--- src/hest_pkg.sv ---
// Shared types and constants for the hidden entry set difference tracker.
`timescale 1ns / 1ps
`default_nettype none
package hest_pkg;

  localparam int unsigned IdW = 22;

  localparam logic [1:0] OP_LOAD_FULL = 2'd0;
  localparam logic [1:0] OP_LOAD_VIS  = 2'd1;
  localparam logic [1:0] OP_COMPARE   = 2'd2;

  localparam logic [1:0] KIND_DONE    = 2'd0;
  localparam logic [1:0] KIND_CONFIRM = 2'd1;
  localparam logic [1:0] KIND_EXIT    = 2'd2;

  localparam logic [1:0] SEEN_ONCE  = 2'd1;
  localparam logic [1:0] SEEN_TWICE = 2'd2;

  // Commands from controller to datapath.
  typedef struct packed {
    logic load_full;
    logic load_vis;
    logic done_now;
    logic cmp_start;
    logic i_inc;
    logic j_inc;
    logic k_clr;
    logic k_inc;
    logic add_new;
    logic set_drop;
    logic mark_hit;
    logic push_conf;
    logic cp_keep;
    logic push_exit;
    logic cp_finish;
    logic push_done;
    logic emit;
    logic end_period;
  } cmd_t;

  // Status from datapath to controller.
  typedef struct packed {
    logic eq_len;
    logic i_end;
    logic j_ok;
    logic v_lt;
    logic v_eq;
    logic k_end;
    logic tbl_full;
    logic hit;
    logic marked;
    logic seen_one;
    logic r_last;
  } sts_t;

endpackage
`default_nettype wire

--- src/hest_ctrl.sv ---
// Controller state machine sequencing merge, table search, compaction and drain.
`timescale 1ns / 1ps
`default_nettype none
module hest_ctrl (
  input  wire logic          clk_i,
  input  wire logic          rst_ni,
  input  wire logic          start_i,
  input  wire logic [1:0]    opcode_i,
  input  wire hest_pkg::sts_t sts_i,
  output hest_pkg::cmd_t     cmd_o,
  output logic               busy_o
);

  typedef enum logic [8:0] {
    ST_IDLE  = 9'b000000001,
    ST_FETCH = 9'b000000010,
    ST_CMP   = 9'b000000100,
    ST_SRD   = 9'b000001000,
    ST_SCHK  = 9'b000010000,
    ST_CRD   = 9'b000100000,
    ST_CCHK  = 9'b001000000,
    ST_DWAIT = 9'b010000000,
    ST_DOUT  = 9'b100000000
  } state_e;

  state_e state_q, state_d;
  logic   accept;

  assign accept = start_i && (state_q == ST_IDLE);
  assign busy_o = (state_q != ST_IDLE);

  always_comb begin
    cmd_o   = '0;
    state_d = state_q;
    unique case (state_q)
      ST_IDLE: begin
        cmd_o.load_full = accept && (opcode_i == hest_pkg::OP_LOAD_FULL);
        cmd_o.load_vis  = accept && (opcode_i == hest_pkg::OP_LOAD_VIS);
        if (accept && (opcode_i == hest_pkg::OP_COMPARE)) begin
          if (sts_i.eq_len) begin
            cmd_o.done_now = 1'b1;
          end else begin
            cmd_o.cmp_start = 1'b1;
            state_d = ST_FETCH;
          end
        end
      end
      ST_FETCH: begin
        if (sts_i.i_end) begin
          cmd_o.k_clr = 1'b1;
          state_d = ST_CRD;
        end else begin
          state_d = ST_CMP;
        end
      end
      ST_CMP: begin
        if (sts_i.j_ok && sts_i.v_lt) begin
          cmd_o.j_inc = 1'b1;
          state_d = ST_FETCH;
        end else if (sts_i.j_ok && sts_i.v_eq) begin
          cmd_o.i_inc = 1'b1;
          cmd_o.j_inc = 1'b1;
          state_d = ST_FETCH;
        end else begin
          cmd_o.k_clr = 1'b1;
          state_d = ST_SRD;
        end
      end
      ST_SRD: begin
        if (sts_i.k_end) begin
          cmd_o.set_drop = sts_i.tbl_full;
          cmd_o.add_new  = !sts_i.tbl_full;
          cmd_o.i_inc    = 1'b1;
          state_d = ST_FETCH;
        end else begin
          state_d = ST_SCHK;
        end
      end
      ST_SCHK: begin
        if (sts_i.hit) begin
          cmd_o.mark_hit  = !sts_i.marked;
          cmd_o.push_conf = !sts_i.marked && sts_i.seen_one;
          cmd_o.i_inc     = 1'b1;
          state_d = ST_FETCH;
        end else begin
          cmd_o.k_inc = 1'b1;
          state_d = ST_SRD;
        end
      end
      ST_CRD: begin
        if (sts_i.k_end) begin
          cmd_o.cp_finish = 1'b1;
          cmd_o.push_done = 1'b1;
          state_d = ST_DWAIT;
        end else begin
          state_d = ST_CCHK;
        end
      end
      ST_CCHK: begin
        cmd_o.cp_keep   = sts_i.marked;
        cmd_o.push_exit = !sts_i.marked;
        cmd_o.k_inc     = 1'b1;
        state_d = ST_CRD;
      end
      ST_DWAIT: begin
        state_d = ST_DOUT;
      end
      ST_DOUT: begin
        cmd_o.emit = 1'b1;
        if (sts_i.r_last) begin
          cmd_o.end_period = 1'b1;
          state_d = ST_IDLE;
        end else begin
          state_d = ST_DWAIT;
        end
      end
      default: begin
        state_d = ST_IDLE;
      end
    endcase
  end

  always_ff @(posedge clk_i or negedge rst_ni) begin
    if (!rst_ni) begin
      state_q <= ST_IDLE;
    end else begin
      state_q <= state_d;
    end
  end

endmodule
`default_nettype wire

--- config.mk ---
export PLATFORM = sky130hd
export DESIGN_NAME = hest_ctrl
export DESIGN_NICKNAME = d
export VERILOG_FILES = /design/src/hest_pkg.sv /design/src/hest_ctrl.sv
export SDC_FILE = /design/constraint.sdc
export NUM_CORES = 1
export LEC_CHECK = 0
export BUFFER_PORTS_ARGS = -buffer_cell sky130_fd_sc_hd__buf_2
export CORE_MARGIN = 3
export CORE_UTILIZATION = 40
export DETAILED_ROUTE_END_ITERATION = 8
export PLACE_DENSITY_LB_ADDON = 0.15
export REMOVE_ABC_BUFFERS = 1
export SYNTH_ARGS = -nofsm -noshare
export SYNTH_HDL_FRONTEND = slang
export SYNTH_SLANG_ARGS = --single-unit
--- constraint.sdc ---
create_clock -name clk_i -period 1.6 [get_ports clk_i]
set_input_delay 0.16 -clock clk_i [delete_from_list [all_inputs] [get_ports clk_i]]
set_output_delay 0.16 -clock clk_i [all_outputs]
set_load 0.005 [all_outputs]
---- Word-level counts from Yosys, hierarchy flattened ----
Cells that the tools add are included.
storage, ports and cells
  flip-flop bits (word level) ............. 9
  bits of input ports ..................... 16
  output and inout bits ................... 19
cells by class
  equality and inequality tests ........... 14
  multiplexer cells ....................... 36
  reduce and logical (&&, ||, !) cells .... 11
operators by type and width
  kind                                                   number
  one-hot mux 9 bit (9 select lines)                     1
  2-to-1 mux 9 bit                                       3
  2-to-1 mux 2 bit                                       10
  2-to-1 mux 8 bit                                       2
  2-to-1 mux 1 bit                                       12
  2-to-1 mux 4 bit                                       3
  equality test 9 x 1 -> 1 bit, second input constant    1
  equality test 9 x 2 -> 1 bit, second input constant    1
  equality test 9 x 3 -> 1 bit, second input constant    1
  equality test 9 x 4 -> 1 bit, second input constant    1
  equality test 9 x 5 -> 1 bit, second input constant    1
  equality test 9 x 6 -> 1 bit, second input constant    1
  equality test 9 x 7 -> 1 bit, second input constant    1
  equality test 9 x 8 -> 1 bit, second input constant    1
  equality test 9 bit, second input constant             1
  inequality test 9 x 1 -> 1 bit, second input constant  1
  logical AND 1 bit                                      7
  2-to-1 mux 6 bit                                       1
  2-to-1 mux 5 bit                                       1
  one-hot mux 1 bit (2 select lines)                     2
  one-hot mux 1 bit (3 select lines)                     1
  equality test 2 x 1 -> 1 bit, second input constant    1
  equality test 2 bit, second input constant             1
  logical NOT 1 bit                                      2
  4 further kinds                                        4

---- Longest topological paths before layout ----
  depth in word-level cells ............... 5
  mapped depth ............................ 5

---- Least setup slack after synthesis ----
Ideal clock, no wire load.
  path kind ............................... register to output
  from .................................... register state_q[4]
  to ...................................... output cmd_o[3] in the netlist's numbering
  data arrival time ....................... 1.532 ns
  setup slack ............................. -0.092 ns
  stages on the path, launching flop included .. 6
  path buffers ............................ 2
  cells stage by stage .................... dfrtp_1 -> buf_6 -> or4_4 -> nor2b_4 -> and3_2 -> buf_4
RTL lines
  what                    line              RTL
  start, declared         hest_ctrl.sv:26   state_e state_q, state_d;
  start signal, assigned  hest_ctrl.sv:127  state_q <= state_d;
  end, declared           hest_ctrl.sv:10   output hest_pkg::cmd_t cmd_o,

==> impl_metrics.py <==
metrics = {
    "clock_tree": {
        "cts_tree": "yes",
        "cts-root-buf": "clkbuf_4",
        "tritoncts.num_buffers": 3,
        "clockBufferDepth": 2,
        "clk_pin_slew_ns": 0.07,
        "clock_latency_ns": 0.27,
        "htreeDepth": 1,
        "clock_sinks": 9,
    },
    "route": {
        "via_count": 985,
        "drt_first_pass_iters": 4,
        "routedWlPerCell_um": 16.6,
        "drt-initial-drc-count": 42,
        "drc": 0,
        "ant_nets": 0,
        "routed_via_density": 5.76,
        "wl_um": 2830,
    },
    "floorplan": {
        "io_pins": 35,
        "num_rows": 14,
        "core_area_mm2": 0.00159,
        "start_util": 0.447,
        "die_y_um": 48.2,
        "die_w_um": 48.2,
        "fp.dieArea_mm2": 0.00232,
    },
    "sta": {
        "finalWorstSetupSlack_ns": -0.473,
        "hold_violations": 0,
        "finClkSkew_ns": 0.00341,
        "rsz0062_at_grt": "yes",
        "fin_tns_setup_ns": -5.98,
        "fin_crit_sh": 1.30,
        "setup_viol_count_final": 24,
        "max_freq_mhz": 482,
        "hold_ws_ns": 0.111,
        "tightest_slew_ns": 0.514,
        "drv_slew": 0,
        "final.min_clock_period_ns": 2.07,
        "max_slew_margin": 0.654,
    },
    "outcome": {
        "status": "finished with violations",
        "violations": "negative setup slack",
    },
    "worst_hold_path": {
        "hp-class": "in -> reg",
    },
    "synth": {
        "syn_inst": 86,
        "synthArstFlopShare": 1.00,
        "ys_warn_count": 0,
        "synthFlopType": "dfrtp_1",
        "synthesis.area_um2": 712,
        "synth-seq-cells": 9,
        "avgSynthCellArea_um2": 8.28,
        "yosysSeqAreaShare": 0.318,
        "ys_types": 37,
        "synth-edff-count": 0,
    },
    "placement": {
        "gp_congestion": 0.858,
        "pre_cts_ws_ns": -0.122,
        "io_buffers": 34,
        "placed_area_mm2": 0.00103,
        "detailed_place_hpwl_um": 1760,
    },
    "pwr": {
        "p_total_mw": 1.31,
        "power_frac_clock": 0.145,
        "p_comb_frac": 0.604,
        "peakVddDrop_v": 0.000752,
        "powerDensity_mw_per_mm2": 1040,
        "seqPwrFrac": 0.251,
        "p_int_mw": 0.765,
        "power.switching_mw": 0.544,
        "swShare": 0.415,
        "leakage_nw": 0.662,
    },
    "setup_path": {
        "critPathRequiredTime_ns": 1.44,
        "cp-end-kind": "output port",
        "path_max_fanout": 5,
        "slowest_stage": "or4_4",
        "slowest_delay_ns": 0.59,
        "arrival_ns": 1.91,
        "startpoint_type": "flip-flop",
        "path_cells": "or4_4 -> nor2b_4 -> buf_4 -> o2111ai_2 -> inv_1 -> buf_2",
        "critical_path_class": "reg -> out",
    },
    "cells_and_area": {
        "final_common_cell": "buf_2",
        "final_area_mm2": 0.00125,
        "final_nets": 164,
        "area_growth_pct": 76.1,
        "largest_reg_flops": 9,
        "fillers": 113,
        "layout_common_cells": "buf_2 (33), buf_4 (23), nand2_1 (12), dfrtp_1 (7)",
        "n_antenna_cell": 0,
        "top_register": "state_q",
        "reg_top3": "state_q: 9 flops",
        "drive_gt1_frac": 0.599,
    },
    "grt": {
        "grt_pass1_wl_um": 3640,
        "grt_usage": 0.232,
        "grt_pass1_vias": 809,
        "antenna_found_initial": 0,
        "grt-ovfl-total": 0,
        "grt_max_degree": 10,
    },
    "run": {
        "cap_violations": 0,
    },
}
[power by group through the flow]
stage | Combinational, mW | Sequential, mW | Clock [mW]
finish | 0.791 | 0.328 | 0.190
CTS | 0.649 | 0.312 | 0.191
floorplan | 0.268 | 0.312 | 0
detailed placement | 0.581 | 0.307 | 0
global route | 0.847 | 0.335 | 0.206
global placement | 0.573 | 0.304 | 0
[worst max-delay path, delay by kind of cell, from the launching register on]
kind                   cells  cell delay (ns)
AOI/OAI and AO/OA          1             0.14
and+or+nand+nor            2             0.75
buffers and inverters      3             0.33
DFF                        1             0.43
[metal layers]
layer,vias up,GRT usage,wire [µm]
met5,-,0,0
li1,445,-,-
met3,12,0.0590,230
met4,0,0.0645,80
met1,468,0.279,1000
met2,60,0.406,1520
[timing repair]
item | 4_1_cts | 5_1_grt
buffers inserted | 3 | 3
endpoints found under the hold margin | 9 | 0
pin swaps | 6 | 9
endpoints found under the setup margin | 23 | 24
hold buffers | 1 | 0
gates resized for setup | 12 | 15
[synthesized netlist by cell type, types with 2 or more instances]
master	count	share of area
o31ai_1	3	0.032
nand3b_1	2	0.021
dfrtp_1	8	0.28
nand2_1	12	0.063
nor4_1	4	0.035
inv_1	5	0.026
o21ai_0	3	0.021
nor2_1	6	0.032
buf_6	2	0.032
nor2b_1	3	0.026
nand3_1	2	0.014
nor3_1	8	0.056
and4b_1	2	0.028
o22ai_1	2	0.018
a31oi_1	2	0.018
[cell families after synthesis]
group                  count (synthesis)  synth area share
AND/OR/NAND/NOR                       53             0.445
flip-flops                             9             0.318
XOR/XNOR                               2            0.0246
AO/OA/AOI/OAI                         14             0.144
buffers and inverters                  8            0.0685
[final timing paths]
path                            start         end  slack, ns  cells after the start
min in group asynchronous      rst_ni  state_q[3]       0.27                      2
min reg2reg                state_q[0]  state_q[0]       0.66                      2
max reg2reg                state_q[6]  state_q[7]      -0.11                      6
max in group asynchronous      rst_ni  state_q[0]       1.07                      2
min                          sts_i[5]  state_q[4]       0.11                      2
max                        state_q[6]   cmd_o[12]      -0.47                      6
[per-stage QoR]
step                instances   util
floorplan                  83      -
global placement          161  0.648
detailed placement        161  0.648
CTS                       169  0.728
global route              171  0.786
finish                    171  0.786
[area by class of cell]
type	instances	area, µm²	share of cell area
Clock buffer	3	22.5	0.0180
Clock inverter	1	5.00	0.00399
Inverter	5	18.8	0.0150
Multi-Input combinational cell	69	568	0.453
Sequential cell	9	228	0.182
Tap cell	24	30.0	0.0240
Timing Repair Buffer	60	382	0.304
Note: power is estimated with default switching activity, not from simulation.
